===== config.mk =====
export PLATFORM = sky130hd
export DESIGN_NAME = decode_loop_sequencer_unit
export DESIGN_NICKNAME = d
export VERILOG_FILES = /design/src/sv/dls_pkg.sv /design/src/sv/dls_event_update.sv /design/src/sv/dls_action_pick.sv /design/src/sv/decode_loop_sequencer_unit.sv
export SDC_FILE = /design/constraint.sdc
export NUM_CORES = 1
export LEC_CHECK = 0
export ABC_CLOCK_PERIOD_IN_PS = 4550
export BUFFER_PORTS_ARGS = -buffer_cell sky130_fd_sc_hd__buf_4
export CAP_MARGIN = 25
export CORE_ASPECT_RATIO = 1.5
export CORE_UTILIZATION = 40
export DETAILED_ROUTE_END_ITERATION = 12
export SLEW_MARGIN = 20
export SYNTH_ARGS = -nofsm -noshare
export SYNTH_HDL_FRONTEND = slang
export SYNTH_SLANG_ARGS = --single-unit

===== constraint.sdc =====
create_clock -name clk -period 4.55 [get_ports clk]
set_clock_uncertainty 0.2 [all_clocks]
set_input_delay 0.2275 -clock clk [delete_from_list [all_inputs] [get_ports clk]]
set_output_delay 0.2275 -clock clk [all_outputs]
set_load 0.005 [all_outputs]

===== src/sv/dls_pkg.sv =====
// ----------------------------------------------------------------------------
// dls_pkg: shared types and codes for the decode loop sequencer
// Event kinds, result codes, action codes and the flag bundle.
// ----------------------------------------------------------------------------
package dls_pkg;

    // Event kind carried with each input item.
    typedef logic [2:0] dls_cmd_t;
    localparam dls_cmd_t CMD_POLL    = 3'd0;
    localparam dls_cmd_t CMD_RECV    = 3'd1;
    localparam dls_cmd_t CMD_DEMUX   = 3'd2;
    localparam dls_cmd_t CMD_PKT     = 3'd3;
    localparam dls_cmd_t CMD_FLUSH   = 3'd4;
    localparam dls_cmd_t CMD_CANCEL  = 3'd5;
    localparam dls_cmd_t CMD_RESTART = 3'd6;

    // Four-way result code reported by a stage.
    typedef logic [1:0] dls_rc_t;
    localparam dls_rc_t RC_OK    = 2'd0;  // frame / packet / accepted
    localparam dls_rc_t RC_AGAIN = 2'd1;  // need_input / skipped / need_drain
    localparam dls_rc_t RC_EOS   = 2'd2;
    localparam dls_rc_t RC_ERROR = 2'd3;

    // Next action reported with each result item.
    typedef logic [2:0] dls_action_t;
    localparam dls_action_t ACT_FINISHED = 3'd0;
    localparam dls_action_t ACT_WAIT     = 3'd1;
    localparam dls_action_t ACT_RECEIVE  = 3'd2;
    localparam dls_action_t ACT_SEND_PKT = 3'd3;
    localparam dls_action_t ACT_READ_PKT = 3'd4;
    localparam dls_action_t ACT_FLUSH    = 3'd5;

    // Loop status flags.
    typedef struct packed {
        logic done;
        logic fail;
        logic cancel;
        logic receive_wanted;
        logic packet_waiting;
        logic demux_over;
        logic flush;
    } dls_flags_t;

endpackage


===== src/sv/dls_event_update.sv =====
// ----------------------------------------------------------------------------
// dls_event_update: flag update for one event
// Applies an event kind and its result code to the current loop flags.
// ----------------------------------------------------------------------------
module dls_event_update (
    input  dls_pkg::dls_cmd_t   cmd,
    input  dls_pkg::dls_rc_t    result_code,
    input  dls_pkg::dls_flags_t flags,
    output dls_pkg::dls_flags_t flags_next
);
    import dls_pkg::*;

    // Each event kind touches its own subset of the flags.
    always_comb
    begin
        flags_next = flags;
        case (cmd)
            CMD_RECV:
            begin
                case (result_code)
                    RC_OK:
                    begin
                        flags_next.receive_wanted = 1'b1;
                    end
                    RC_AGAIN:
                    begin
                        // Nothing left upstream: the loop has drained.
                        if (flags.demux_over && flags.flush)
                            flags_next.done = 1'b1;
                        else
                            flags_next.receive_wanted = 1'b0;
                    end
                    RC_EOS:
                    begin
                        flags_next.done = 1'b1;
                    end
                    default:
                    begin
                        flags_next.fail = 1'b1;
                        flags_next.done = 1'b1;
                    end
                endcase
            end
            CMD_DEMUX:
            begin
                flags_next.receive_wanted = 1'b0;
                case (result_code)
                    RC_OK:
                    begin
                        flags_next.packet_waiting = 1'b1;
                    end
                    RC_EOS:
                    begin
                        flags_next.demux_over = 1'b1;
                    end
                    RC_ERROR:
                    begin
                        flags_next.demux_over = 1'b1;
                        flags_next.fail       = 1'b1;
                    end
                    default:
                    begin
                        // A skipped packet changes nothing else.
                    end
                endcase
            end
            CMD_PKT:
            begin
                case (result_code)
                    RC_OK:
                    begin
                        flags_next.packet_waiting = 1'b0;
                        flags_next.receive_wanted = 1'b1;
                    end
                    RC_AGAIN:
                    begin
                        flags_next.receive_wanted = 1'b1;
                    end
                    RC_EOS:
                    begin
                        flags_next.packet_waiting = 1'b0;
                        flags_next.done           = 1'b1;
                    end
                    default:
                    begin
                        flags_next.packet_waiting = 1'b0;
                        flags_next.fail           = 1'b1;
                        flags_next.done           = 1'b1;
                    end
                endcase
            end
            CMD_FLUSH:
            begin
                case (result_code)
                    RC_OK:
                    begin
                        flags_next.flush          = 1'b1;
                        flags_next.receive_wanted = 1'b1;
                    end
                    RC_AGAIN:
                    begin
                        flags_next.receive_wanted = 1'b1;
                    end
                    RC_EOS:
                    begin
                        flags_next.flush = 1'b1;
                        flags_next.done  = 1'b1;
                    end
                    default:
                    begin
                        flags_next.fail = 1'b1;
                        flags_next.done = 1'b1;
                    end
                endcase
            end
            CMD_CANCEL:
            begin
                flags_next.cancel = 1'b1;
                flags_next.done   = 1'b1;
            end
            CMD_RESTART:
            begin
                flags_next = '0;
            end
            default:
            begin
                // Poll and the unused kind leave the flags alone.
            end
        endcase
    end

endmodule


===== src/sv/dls_action_pick.sv =====
// ----------------------------------------------------------------------------
// dls_action_pick: next-action priority select
// Chooses the next loop action from the updated flags and output capacity.
// ----------------------------------------------------------------------------
module dls_action_pick (
    input  dls_pkg::dls_flags_t  flags,
    input  logic                 output_ready,
    output dls_pkg::dls_action_t action
);
    import dls_pkg::*;

    // Fixed priority, finished first.
    always_comb
    begin
        if (flags.done)
            action = ACT_FINISHED;
        else if (!output_ready)
            action = ACT_WAIT;
        else if (flags.receive_wanted)
            action = ACT_RECEIVE;
        else if (flags.packet_waiting)
            action = ACT_SEND_PKT;
        else if (!flags.demux_over)
            action = ACT_READ_PKT;
        else if (!flags.flush)
            action = ACT_FLUSH;
        else
            action = ACT_RECEIVE;
    end

endmodule


===== src/sv/decode_loop_sequencer_unit.sv =====
// ----------------------------------------------------------------------------
// decode_loop_sequencer_unit: demux-and-decode loop sequencer
// Takes one event item per cycle unless stalled and returns next action with status.
// ----------------------------------------------------------------------------
// Each accepted event item yields exactly one result item. Items enter an
// input register, the flag update and action priority run in one short
// combinational step, and the result lands in an output register; the
// flags change when an item moves from the input register to the output
// register. One item per cycle is sustained whenever m_tready is high, and
// the input keeps accepting while a result waits as long as the input
// register is free. Restart clears all flags; events arriving after the
// loop has finished are still applied.
module decode_loop_sequencer_unit (
    input  logic       clk,
    input  logic       rst_n,
    input  logic       s_tvalid,
    output logic       s_tready,
    input  logic [7:0] s_tdata,  // [1:0] result_code, [2] output_ready, [7:3] zero
    input  logic [2:0] s_tuser,  // [2:0] cmd
    output logic       m_tvalid,
    input  logic       m_tready,
    output logic [7:0] m_tdata   // [2:0] next_action, [3] is_finished, [4] is_failed,
                                 // [5] is_cancelled, [6] has_pending_packet,
                                 // [7] flush_done
);
    import dls_pkg::*;

    logic        in_valid_reg;
    dls_cmd_t    in_cmd_reg;
    dls_rc_t     in_rc_reg;
    logic        in_ready_reg;
    logic        out_valid_reg;
    dls_action_t out_action_reg;
    dls_flags_t  flags_reg;
    dls_flags_t  flags_next;
    dls_action_t action_next;
    logic        advance;
    logic        accept;

    // Handshake: the input register drains into the output register
    // whenever the output register is empty or being read.
    assign advance  = in_valid_reg && (!out_valid_reg || m_tready);
    assign s_tready = !in_valid_reg || advance;
    assign accept   = s_tvalid && s_tready;

    // Flag update and action pick for the item in the input register.
    dls_event_update u_update (
        .cmd         (in_cmd_reg),
        .result_code (in_rc_reg),
        .flags       (flags_reg),
        .flags_next  (flags_next)
    );

    dls_action_pick u_pick (
        .flags        (flags_next),
        .output_ready (in_ready_reg),
        .action       (action_next)
    );

    // Control state: valid bits and loop flags.
    always_ff @(posedge clk or negedge rst_n)
    begin
        if (!rst_n)
        begin
            in_valid_reg  <= 1'b0;
            out_valid_reg <= 1'b0;
            flags_reg     <= '0;
        end
        else
        begin
            if (s_tready)
                in_valid_reg <= s_tvalid;
            if (advance)
            begin
                out_valid_reg <= 1'b1;
                flags_reg     <= flags_next;
            end
            else if (m_tready)
            begin
                out_valid_reg <= 1'b0;
            end
        end
    end

    // Payload registers.
    always_ff @(posedge clk)
    begin
        if (accept)
        begin
            in_cmd_reg   <= s_tuser;
            in_rc_reg    <= s_tdata[1:0];
            in_ready_reg <= s_tdata[2];
        end
        if (advance)
            out_action_reg <= action_next;
    end

    // Result item: the action and the flags as they stood after the event.
    assign m_tvalid = out_valid_reg;
    assign m_tdata  = {flags_reg.flush, flags_reg.packet_waiting, flags_reg.cancel,
                       flags_reg.fail, flags_reg.done, out_action_reg};

    // The finished action is reported exactly when the done flag is set.
    assert property (@(posedge clk) disable iff (!rst_n)
        out_valid_reg |-> (flags_reg.done == (out_action_reg == ACT_FINISHED)))
    else $error("next_action disagrees with the finished flag");

    // Cancel always finishes the loop, and only restart clears either.
    assert property (@(posedge clk) disable iff (!rst_n)
        flags_reg.cancel |-> flags_reg.done)
    else $error("cancelled without finished");

    // A restart leaves every flag clear.
    assert property (@(posedge clk) disable iff (!rst_n)
        (advance && (in_cmd_reg == CMD_RESTART)) |=> (flags_reg == '0))
    else $error("restart did not clear the flags");

    // An empty input register never blocks the input side.
    assert property (@(posedge clk) disable iff (!rst_n)
        !in_valid_reg |-> s_tready)
    else $error("input stalled with empty input register");

endmodule

# Word-level counts from Yosys, hierarchy flattened
# Index checks and enable logic that the tools add are counted.
dict set report classes {
  n_shift 0
  mux 26
  addsub 0
  n_div 0
  n_eq_ne 11
  bitwise 1
  n_lt_le_gt_ge 0
  mul 0
  n_reduce_logical 22
}
# cell count
set ops {}
lappend ops {{1-bit two-way mux} 13}
lappend ops {{2-bit OR reduction} 6}
lappend ops {{1-bit one-hot mux with 2 select lines} 5}
lappend ops {{3-bit == test, second input constant} 3}
lappend ops {{1-bit one-hot mux with 3 select lines} 3}
lappend ops {{3-bit by 2-bit == test with 1-bit output, second input constant} 2}
lappend ops {{3-bit two-way mux} 2}
lappend ops {{3-bit OR reduction} 2}
lappend ops {{2-bit == test, second input constant} 2}
lappend ops {{2-bit two-way mux} 2}
lappend ops {{2-bit != test, second input constant} 2}
lappend ops {{1-bit one-hot mux with 4 select lines} 1}
lappend ops {{4-bit AND reduction} 1}
lappend ops {{2-bit nonzero test} 2}
lappend ops {{4-bit OR reduction} 1}
lappend ops {{3-bit by 1-bit == test with 1-bit output, second input constant} 1}
lappend ops {{1-bit logical AND} 3}
lappend ops {{3-bit nonzero test} 1}
lappend ops {{2-bit by 1-bit == test with 1-bit output, second input constant} 1}
lappend ops {{1-bit logical NOT} 2}
lappend ops {{2-bit logical NOT} 1}
lappend ops {{1-bit logical OR} 2}
lappend ops {{2-bit AND reduction} 1}
lappend ops {{1-bit inverter} 1}
dict set report word_totals {
  out_inout_bits 10
  latchBits 0
  mem_bits_rw 0
  romBits 0
  mem_count 0
  wordCells 75
  reg_bits 18
}

# Depth between registers and ports, before layout
# Gate-level depths: netlist of the first run.
dict set report logic_depth {
  ltp_word 9
  depth_mapped 5
  depth_no_buf 4
}

# Cells and area by module
# Synthesis of the first run repeated with hierarchy kept, for this count alone.
dict set report hier_totals {
  cells_unflattened 79
  hier_area_um2 991.0
}
# module area_per_inst_um2 n_inst cells_each
set modules_own_cells {}
lappend modules_own_cells {decode_loop_sequencer_unit 694.4 1 37}
lappend modules_own_cells {dls_event_update 244.0 1 36}
lappend modules_own_cells {dls_action_pick 52.6 1 6}

# Least setup slack after synthesis of the first run
# Ideal clock, no wire load.
dict set report synth_timing {
  kind {reg-to-reg}
  start {register in_rc_reg[0]}
  end {register out_action_reg[0], data pin}
  slack_ns 2.731
  path_buffers 0
  required_time_ns 4.183
  stages_incl_launch_ff 5
  period_less_slack_ns 1.819
  setup_ns 0.167
  arrival_time_ns 1.451
  path_cell_list {edfxtp_1 or4b_1 a21oi_2 a311oi_1 a221oi_2}
}
dict set report synth_between {
  elab_chain_len 9
}
# element line
set synth_lines {}
lappend synth_lines {{from (decl)} decode_loop_sequencer_unit.sv:30} ;# dls_rc_t in_rc_reg;
lappend synth_lines {{from (signal assigned)} decode_loop_sequencer_unit.sv:91} ;# in_rc_reg <= s_tdata[1:0];
lappend synth_lines {{2-bit == test or 2-bit logical NOT (tied branches)} n/a}
lappend synth_lines {{2-bit OR reduction (no source line)} n/a}
lappend synth_lines {{1-bit two-way mux} dls_event_update.sv:94} ;# case (result_code)
lappend synth_lines {{1-bit one-hot mux with 2 select lines} dls_event_update.sv:17} ;# case (cmd)
lappend synth_lines {{3-bit two-way mux} dls_action_pick.sv:25} ;# else if (!flags.flush)
lappend synth_lines {{3-bit two-way mux} dls_action_pick.sv:23} ;# else if (!flags.demux_over)
lappend synth_lines {{2-bit two-way mux} dls_action_pick.sv:21} ;# else if (flags.packet_waiting)
lappend synth_lines {{2-bit two-way mux} dls_action_pick.sv:19} ;# else if (flags.receive_wanted)
lappend synth_lines {{1-bit two-way mux} dls_action_pick.sv:17} ;# else if (!output_ready)
lappend synth_lines {{to (signal assigned)} decode_loop_sequencer_unit.sv:95} ;# out_action_reg <= action_next;
lappend synth_lines {{to (decl)} decode_loop_sequencer_unit.sv:33} ;# dls_action_t out_action_reg;
# Parallel ways exist; a longest one is shown, timed or not.
# A chain may end at the register's enable or synchronous reset.

# Final worst setup path of the first run
dict set report layout_timing {
  start {register in_cmd_reg[0]}
  end {register out_action_reg[2], data pin}
}
dict set report layout_between {
  elab_chain_len 4
}
# element line
set layout_lines {}
lappend layout_lines {{from (decl)} decode_loop_sequencer_unit.sv:29} ;# dls_cmd_t in_cmd_reg;
lappend layout_lines {{from (signal assigned)} decode_loop_sequencer_unit.sv:90} ;# in_cmd_reg <= s_tuser;
lappend layout_lines {{3-bit by 2-bit == test with 1-bit output or 3-bit == test (tied branches)} dls_event_update.sv:17}
lappend layout_lines {{2-bit OR reduction (no source line) or 1-bit one-hot mux with 2 select lines (tied branches)} n/a}
lappend layout_lines {{1-bit one-hot mux with 4 select lines (tied with other cells)} dls_event_update.sv:17}
lappend layout_lines {{4-bit OR reduction (no source line) or 3-bit two-way mux (tied branches)} n/a}
# Parallel ways exist; a longest one is shown, timed or not.

==> results of run 1 <==
==> report_power, final <==
group,switching (mW),internal [mW]
clock,0.0509,0.0319
sequential,0.0263,0.201
combinational,0.0559,0.0677
==> area by class of cell <==
class / instances / area, sq um / area share (%)
clock buffer: 3 / 22.5 / 1.94
clock inverter: 1 / 3.75 / 0.323
inverter: 3 / 11.3 / 0.969
multi-input combinational: 55 / 378 / 32.5
sequential: 18 / 495 / 42.6
tap: 23 / 28.8 / 2.48
timing repair buffer: 27 / 223 / 19.2
==> cells in the final DEF (no fill, tap or decap), types with 2 or more instances in the layout <==
master	Yosys	routed
a211oi_1	2	2
inv_1	3	3
dfrtp_1	9	9
nand3_1	2	2
a21oi_1	3	3
dlygate4sd3_1	0	8
a311oi_1	3	3
nand2_1	2	2
nor2_1	8	8
and2_1	3	3
a31oi_1	4	4
a41oi_1	2	2
edfxtp_1	9	9
buf_4	7	19
clkbuf_4	0	3
nand2b_1	4	4
o21ai_0	2	2
nor3_1	2	2
==> metal layers <==
layer / routed length, um / share of wire [%] / global-route usage (%)
met1: 719 / 40 / 17.8
met2: 1000 / 56 / 30.1
met3: 51 / 2.8 / 1.73
met4: 22 / 1.2 / 8.29
met5: 0 / 0 / 0
==> cell families (layout without fill, tap and decap cells) <==
family | count (synthesis) | count (layout)
AO/OA/AOI/OAI | 23 | 23
XOR/XNOR | 1 | 1
buffers and inverters | 13 | 34
flip-flops | 18 | 18
multiplexers | 2 | 2
AND/OR/NAND/NOR | 29 | 29
==> stage by stage <==
| step | instances | hold slack, ps |
|---|---|---|
| finish | 130 | 34.7 |
| global route | 130 | 69.6 |
| CTS | 130 | 27.6 |
| detailed placement | 118 | -138 |
| global placement | 118 | -137 |
| floorplan | 86 | -268 |
==> critical path, delay by kind of cell, from the launching register on <==
family             cells  cell delay (ps)
AOI/OAI and AO/OA      1              370
DFF                    1              570
and+or+nand+nor        3              940
==> final timing paths <==
check                                    endpoint     startpoint  slack, ps
worst max-delay path            out_action_reg[2]  in_cmd_reg[0]       2300
worst min-delay path                 in_valid_reg       m_tready         30
worst max register to register  out_action_reg[2]  in_cmd_reg[0]       2300
worst min register to register           m_tvalid   in_valid_reg        360
max in group asynchronous            flags_reg[3]          rst_n       3940
min in group asynchronous              m_tdata[3]          rst_n         80
==> results.yml, run 1 <==
run_status:
  outcome: "finished, final reports clean"
final_layout:
  final_area_sq_um: 1160
  diodes: 0
  layout-drive-gt1-share_pct: 27.1
  synthToLayoutAreaGrowth_pct: 22.2
  largest_reg_flops: 5
  final_core_util_pct: 52.0
  fill_cells: 194
  fin_nets: 123
synth:
  ys_types: 37
  yosysSeqAreaShare_pct: 52.1
  synth_edf_count: 9
  synth-xor-area-share_pct: 0.921
  synth_area_sq_um: 951
  synth_area_leader_cell: "edfxtp_1"
  async_reset_ff_share_pct: 50.0
  synthMuxAreaShare_pct: 2.24
  synth_warnings: 0
  yosys.area.top_type_share_pct: 28.4
  synthCells: 86
  ys_ff_latch: 18
  syn_nets: 101
  yosys.area_share.adder_pct: 0
  synth-compound-area-share_pct: 18.4
  synth_common_cells: "9 x dfrtp_1, 9 x edfxtp_1, 8 x nor2_1"
  synthSimpleGateAreaFrac_pct: 18.2
  syn_area_per_cell_sq_um: 11.1
  yosys-top-cells-area: "edfxtp_1 28%, dfrtp_1 24%, buf_4 5.5%"
  synth_top_family_by_area: "compound AO/OA/AOI/OAI gates"
  synth_ff_type: "edfxtp_1"
floorplan:
  dieWidth_um: 41.8
  dieArea_sq_um: 2580
  die_h_um: 61.7
  ios: 25
  start_util_pct: 42.6
  rows: 21
  core_area_sq_um: 2230
setup_path:
  rr_worst_depth: 4
  crit_fanout: 12
  cp_cell_sequence: "nor2b_1 -> nand2_1 -> a311oi_1 -> nor4b_2"
  cp_slowest_cell: "edfxtp_1"
  arrival_ps: 2170
  worst_setup_path_end_kind: "flop"
  critPathMaxStageDelay_ps: 570
  critical_path_class: "flop to flop"
  start_kind: "flop"
  worstPathRequired_ps: 4470
grt:
  grt_pass1_wl_um: 3030
  antenna_found_initial: 0
  gr-usage-all-layers_pct: 15.9
  grt_overflow: 0
  grt_max_degree: 16
  grt_pass1_vias: 677
timing:
  slew_viol_final: 0
  setup_slack_ps: 2300
  fin_tns_setup_ps: 0
  period_share_pct: 49.5
  fmax_mhz: 444
  min_period_ps: 2250
  final-hold-violation-count: 0
  slew_headroom_pct: 64.9
  tightest_slew_ps: 527
  setup_viol: 0
  rsz0062_at_grt: "false"
detailed_routing:
  drc: 0
  via_per_inst: 5.39
  wire_per_inst_um: 13.8
  vias: 701
  antenna_left: 0
  dr.pass1.iters: 3
  routed_wl_um: 1790
  first_iter_violations: 17
clock_network:
  cts_root_buffer: "clkbuf_4"
  cts.clk_slew.worst_paths_ps: 110
  clock_sinks: 18
  cts_setup_buffers: 0
  cts_max_level: 1
  cts_resized: 0
  cts_hold_buf: 8
  tritoncts: "done"
  cts_buffers: 3
  cts_buffer_depth: 2
  insertion_delay_ps: 290
power:
  cellLeakagePower_nw: 0.461
  ir_drop_uv: 181
  design_power_total_mw: 0.434
  power_density_nw_per_um2: 373
place:
  hpwl_um: 1340
  port-buffer-count: 19
  globalplace.congestion: 0.752
  postPlaceCellArea_sq_um: 1060
  place_ws_ps: 2310
min_path:
  hold_depth: 3
  hp-class: "input pin to flop"
job:
  maxCapViolCount: 0
No activity file was read; power rests on OpenSTA's default activity.
==> inputs of run 2 (changes only) <==
--- a/config.mk
+++ b/config.mk
@@ -5,12 +5,13 @@
 export SDC_FILE = /design/constraint.sdc
 export NUM_CORES = 1
 export LEC_CHECK = 0
-export ABC_CLOCK_PERIOD_IN_PS = 4550
+export ABC_CLOCK_PERIOD_IN_PS = 2070
 export BUFFER_PORTS_ARGS = -buffer_cell sky130_fd_sc_hd__buf_4
 export CAP_MARGIN = 25
 export CORE_ASPECT_RATIO = 1.5
 export CORE_UTILIZATION = 40
 export DETAILED_ROUTE_END_ITERATION = 12
+export PLACE_DENSITY = 0.66
 export SLEW_MARGIN = 20
 export SYNTH_ARGS = -nofsm -noshare
 export SYNTH_HDL_FRONTEND = slang
==> constraint.sdc (replaced) <==
create_clock -name clk -period 2.07 [get_ports clk]
set_clock_uncertainty 0.2 [all_clocks]
set_input_delay 0.1035 -clock clk [delete_from_list [all_inputs] [get_ports clk]]
set_output_delay 0.1035 -clock clk [all_outputs]
set_load 0.005 [all_outputs]
==> run 2 against run 1 <==
Net effect: register-to-register slack got worse by 2300 ps; design area rose by 11%; global-route usage rose by 0.71 points; combinational power rose to 2.6 times the previous value; fmax rose by 9.4%; critical path depth rose by 1; critical path type unchanged; largest cell class unchanged.
==> results.yml, run 2 (same netlist as run 1, synthesis figures left out) <==
run_status:
  outcome: "finished, final reports clean"
setup_path:
  cp_num_buf_inv: 1
  arrival_ps: 2000
  cp_slowest_cell: "edfxtp_1"
  startpoint: "in_cmd_reg[0]"
  crit_fanout: 8
  critPathTopFamily: "simple AND/OR/NAND/NOR gates"
  worstPathRequired_ps: 2010
  timing.rr.start: "in_cmd_reg[0]"
  critical_path_class: "flop to flop"
  worst_setup_path_end_kind: "flop"
  cp_cell_sequence: "buf_4 -> nor2b_2 -> nand2_1 -> a311oi_2 -> nor4b_2"
  critPathMaxStageDelay_ps: 520
  start_kind: "flop"
clock_network:
  cts.clk_slew.worst_paths_ps: 110
  cts_max_level: 1
  cts_buffer_depth: 2
  tritoncts: "done"
  cts_buffers: 3
  insertion_delay_ps: 310
  clock_sinks: 18
  cts_root_buffer: "clkbuf_4"
timing:
  holdWs_ps: 300
  min_period_ps: 2060
  slew_headroom_pct: 66.5
  fmax_mhz: 485
  tightest_slew_ps: 490
  fin_tns_setup_ps: 0
  setup_viol: 0
  slew_viol_final: 0
  period_share_pct: 99.5
  final-hold-violation-count: 0
floorplan:
  rows: 21
  core_area_sq_um: 2230
  dieArea_sq_um: 2580
  start_util_pct: 42.6
  dieWidth_um: 41.8
  ios: 25
  die_h_um: 61.7
final_layout:
  final_cell_mix: "27 x buf_4, 11 x dlygate4sd3_1, 9 x dfrtp_1, 9 x edfxtp_1, 8 x nor2_1"
  diodes: 0
  synthToLayoutAreaGrowth_pct: 35.7
  fin_nets: 135
  fin_cells: 142
  layout-drive-gt1-share_pct: 36.1
  largest_reg_flops: 5
  final_common_cell: "buf_4"
  final_core_util_pct: 57.8
  fill_cells: 191
grt:
  antenna_found_initial: 0
  grt_max_degree: 12
  grt_overflow: 0
  grt_pass1_vias: 800
  grt_pass1_wl_um: 3220
  gr-usage-all-layers_pct: 16.6
min_path:
  holdCritStartpoint: "s_tuser[0]"
  hp-class: "input pin to flop"
detailed_routing:
  routed_wl_um: 2060
  first_iter_violations: 16
  dr.pass1.iters: 4
  via_per_inst: 5.79
  drc: 0
  antenna_left: 0
  vias: 822
  wire_per_inst_um: 14.5
power:
  power_density_nw_per_um2: 778
  p_switching_mw: 0.312
  design_power_total_mw: 1.00
  pwr-share-clk_pct: 18.8
  switching_share_pct: 31.1
  p_seq_share_pct: 49.6
  cellLeakagePower_nw: 0.524
  cell_internal_pwr_mw: 0.692
  power_frac_comb_pct: 31.6
  ir_drop_uv: 366
place:
  globalplace.congestion: 0.810
  dp_cells: 122
  hpwl_um: 1350
  port-buffer-count: 19
job:
  maxCapViolCount: 0
==> run 2: cell count changes in the layout (fill, tap and decap cells not counted), sizes merged <==
cell         previous run  this run
buf                    19        27
clkbuf                  3         5
clkinv                  1         0
dlygate4sd3             8        11
==> run 2: final cells by class <==
cell class	instances	area (sq um)	share of cell area (%)
multi-input cells	55	410	31.8
flip-flops and latches	18	495	38.4
inverters	3	11.3	0.873
repair buffers	39	318	24.6
clock buffers	4	26.3	2.04
well taps	23	28.8	2.23
==> run 2: stage by stage <==
step | worst slack (ps) | area (sq um)
after global routing | -78.9 | 1290
after CTS | 40.7 | 1220
after detailed placement | 60.0 | 1090
after global placement | 118 | 1090
final | 9.44 | 1290
after floorplan | 251 | 951
==> run 2: power groups by stage <==
stage | registers, mW | clock network [mW] | logic (mW)
after floorplan | 0.488 | 0 | 0.206
after global placement | 0.505 | 0 | 0.263
after detailed placement | 0.507 | 0 | 0.270
after CTS | 0.500 | 0.191 | 0.288
after global routing | 0.511 | 0.199 | 0.352
final | 0.498 | 0.189 | 0.317
==> run 2: routing by layer <==
layer | global-route usage [%] | part of all wire, % | up-vias
met5 | 0 | 0 | -
met4 | 10.1 | 3.9 | 0
met3 | 1.73 | 3.8 | 8
met2 | 32.8 | 55 | 30
met1 | 16.9 | 37 | 402
li1 | - | - | 382
==> run 2: worst register-to-register path, cell delays in order (launching register included) <==
cell and delay [ps]:
edfxtp_1 520, buf_4 190, nor2b_2 230, nand2_1 190, a311oi_2 310, nor4b_2 270
==> run 2: final timing paths <==
check	slack (ps)	end	cells past startpoint
setup / recovery	9	out_action_reg[2]	5
hold / removal	300	in_cmd_reg[0]	2
setup reg to reg	9	out_action_reg[2]	5
hold reg to reg	360	m_tdata[3]	1
max in group asynchronous	760	flags_reg[1]	3
min in group asynchronous	590	flags_reg[3]	3
==> run 2: what timing repair did <==
item                                    in CTS  in global routing
gates resized for setup                      0                  7
hold buffers                                11                  0
setup buffers                                0                  5
endpoints found under the setup margin       0                  3
endpoints found under the hold margin       17                  0
==> inputs of run 3 (changes only) <==
--- a/config.mk
+++ b/config.mk
@@ -11,8 +11,9 @@
 export CORE_ASPECT_RATIO = 1.5
 export CORE_UTILIZATION = 40
 export DETAILED_ROUTE_END_ITERATION = 12
-export PLACE_DENSITY = 0.66
+export PLACE_DENSITY_LB_ADDON = 0.25
 export SLEW_MARGIN = 20
 export SYNTH_ARGS = -nofsm -noshare
 export SYNTH_HDL_FRONTEND = slang
+export SYNTH_HIERARCHICAL = 1
 export SYNTH_SLANG_ARGS = --single-unit
==> run 3 against run 2 <==
Net effect: setup slack gained 89 ps; die area grew 4.0%; design area shrank 3.3%; wire length shrank 12%; flip-flop and latch count is the same; area after synthesis grew 4.2%; via count shrank 13%; non-clock buffer count shrank 6; critical path type unchanged; critical endpoint is now out_action_reg[2]; largest power group unchanged.
==> results.yml, run 3 <==
run_status:
  outcome: "finished, final reports clean"
floorplan:
  core_area_sq_um: 2290
  dieWidth_um: 42.6
  dieArea_sq_um: 2680
  ios: 25
  rows: 21
  die_h_um: 63.0
  start_util_pct: 43.3
setup_path:
  crit_fanout: 12
  worst_setup_path_end_kind: "flop"
  worstPathRequired_ps: 1910
  critical_path_class: "flop to flop"
  start_kind: "flop"
  arrival_ps: 1820
power:
  cellLeakagePower_nw: 0.551
  cell_internal_pwr_mw: 0.816
  switching_share_pct: 29.5
  p_switching_mw: 0.342
  ir_drop_uv: 482
  power_density_nw_per_um2: 929
  power_frac_comb_pct: 36.8
  p_seq_share_pct: 48.0
  pwr-share-clk_pct: 15.3
timing:
  tightest_slew_ps: 457
  slew_headroom_pct: 69.5
  final-hold-violation-count: 0
  fin_tns_setup_ps: 0
  setup_viol: 0
  slew_viol_final: 0
  min_period_ps: 1970
  fmax_mhz: 507
  period_share_pct: 95.2
  rsz0062_at_grt: "false"
synth:
  synth-compound-area-share_pct: 14.3
  synth_edf_count: 9
  synth_top_family_by_area: "simple AND/OR/NAND/NOR gates"
  synthCells: 79
  synth-xor-area-share_pct: 0
  synth_area_sq_um: 991
  synth_common_cells: "9 x dfrtp_1, 9 x edfxtp_1, 7 x mux2_4"
  synthMuxAreaShare_pct: 10.6
  synth_warnings: 6
  ys_types: 34
  syn_nets: 94
  async_reset_ff_share_pct: 50.0
  yosysSeqAreaShare_pct: 50.0
  yosys.area.top_type_share_pct: 27.3
  synth_ff_type: "edfxtp_1"
  yosys-top-cells-area: "edfxtp_1 27%, dfrtp_1 23%, mux2_4 11%"
  synthSimpleGateAreaFrac_pct: 16.8
  synth_area_leader_cell: "edfxtp_1"
  ys_ff_latch: 18
  yosys.area_share.adder_pct: 0
  syn_area_per_cell_sq_um: 12.5
detailed_routing:
  drc: 0
  wire_per_inst_um: 13.8
  routed_wl_um: 1810
  antenna_left: 0
  via_per_inst: 5.48
  vias: 718
  dr.pass1.iters: 4
  first_iter_violations: 17
grt:
  grt_pass1_vias: 733
  grt_util_met2_pct: 28.0
  grt_busiest_layer: "met2"
  antenna_found_initial: 0
  grt_max_degree: 13
  gr-usage-all-layers_pct: 14.6
  met1_usage_pct: 14.6
  grt_pass1_wl_um: 3000
  groute.layer.met3.usage_pct: 2.60
  grt_overflow: 0
min_path:
  hp-class: "input pin to flop"
clock_network:
  clock_sinks: 18
  cts.clk_slew.worst_paths_ps: 100
  insertion_delay_ps: 290
  cts_root_buffer: "clkbuf_4"
  tritoncts: "done"
  cts_buffer_depth: 2
  cts_max_level: 1
  cts_buffers: 3
place:
  globalplace.congestion: 0.756
  postPlaceCellArea_sq_um: 1120
  hpwl_um: 1270
  port-buffer-count: 19
final_layout:
  fin_nets: 124
  layout-drive-gt1-share_pct: 35.2
  final_area_sq_um: 1250
  final_cell_mix: "23 x buf_4, 10 x dlygate4sd3_1, 9 x dfrtp_1, 9 x edfxtp_1, 7 x mux2_4"
  diodes: 0
  largest_reg_flops: 5
  final_common_cell: "buf_4"
  synthToLayoutAreaGrowth_pct: 25.9
job:
  maxCapViolCount: 0
run 3: final timing paths:
check	slack, ps	cells past startpoint	to	from
worst max-delay path	100	5	out_action_reg[2]	in_cmd_reg[0]
worst min-delay path	40	3	m_tvalid	m_tready
worst max register to register	100	5	out_action_reg[2]	in_cmd_reg[0]
worst min register to register	320	1	flags_reg[3]	flags_reg[3]
max in group asynchronous	740	3	flags_reg[1]	rst_n
min in group asynchronous	610	3	m_tdata[5]	rst_n
run 3: stage by stage:
stage	util (%)	setup slack (ps)	power (mW)	hold WS, ps	cells
6_report	54.6	98.9	1.16	40.7	131
3_5_place_dp	49.0	138	0.974	-260	117
5_1_grt	54.6	0.130	1.24	30.7	131
4_1_cts	54.6	105	1.17	34.2	131
3_3_place_gp	49.0	156	0.962	-261	117
2_1_floorplan	-	318	0.870	-392	79
run 3: what timing repair did:
item / CTS / global route
setup buffers: 0 / 0
hold buffers: 10 / 0
gates resized for setup: 0 / 0
endpoints found under the hold margin: 16 / 0
run 3: cell families after synthesis:
logic type	after synthesis
AND/OR/NAND/NOR	24
buffers and inverters	11
AO/OA/AOI/OAI	19
flip-flops	18
multiplexers	7
run 3: power by group through the flow:
stage	registers, mW	logic, mW	clock network, mW
final	0.556	0.426	0.177
after global routing	0.570	0.463	0.203
after detailed placement	0.564	0.411	0
after global placement	0.556	0.406	0
after CTS	0.556	0.428	0.186
after floorplan	0.537	0.334	0
run 3: layout make-up:
class / count / area [sq um]
clock buffer: 4 / 26.3
inverter: 3 / 11.3
fill: 196 / 1040
multi-input combinational: 50 / 413
tap: 23 / 28.8
timing repair buffer: 33 / 273
sequential: 18 / 495
run 3: worst max-delay path, stage by stage, from the launching register on:
cell and delay [ps]:
edfxtp_1 550, nor4b_1 350, a31oi_1 70, o2bb2ai_1 270
a211oi_1 100, and3b_1 180
run 3: layer usage:
metal / share of wire, % / vias up
met5: 0 / -
met4: 1.1 / 0
met3: 4.4 / 2
met2: 57 / 32
met1: 38 / 338
li1: - / 346
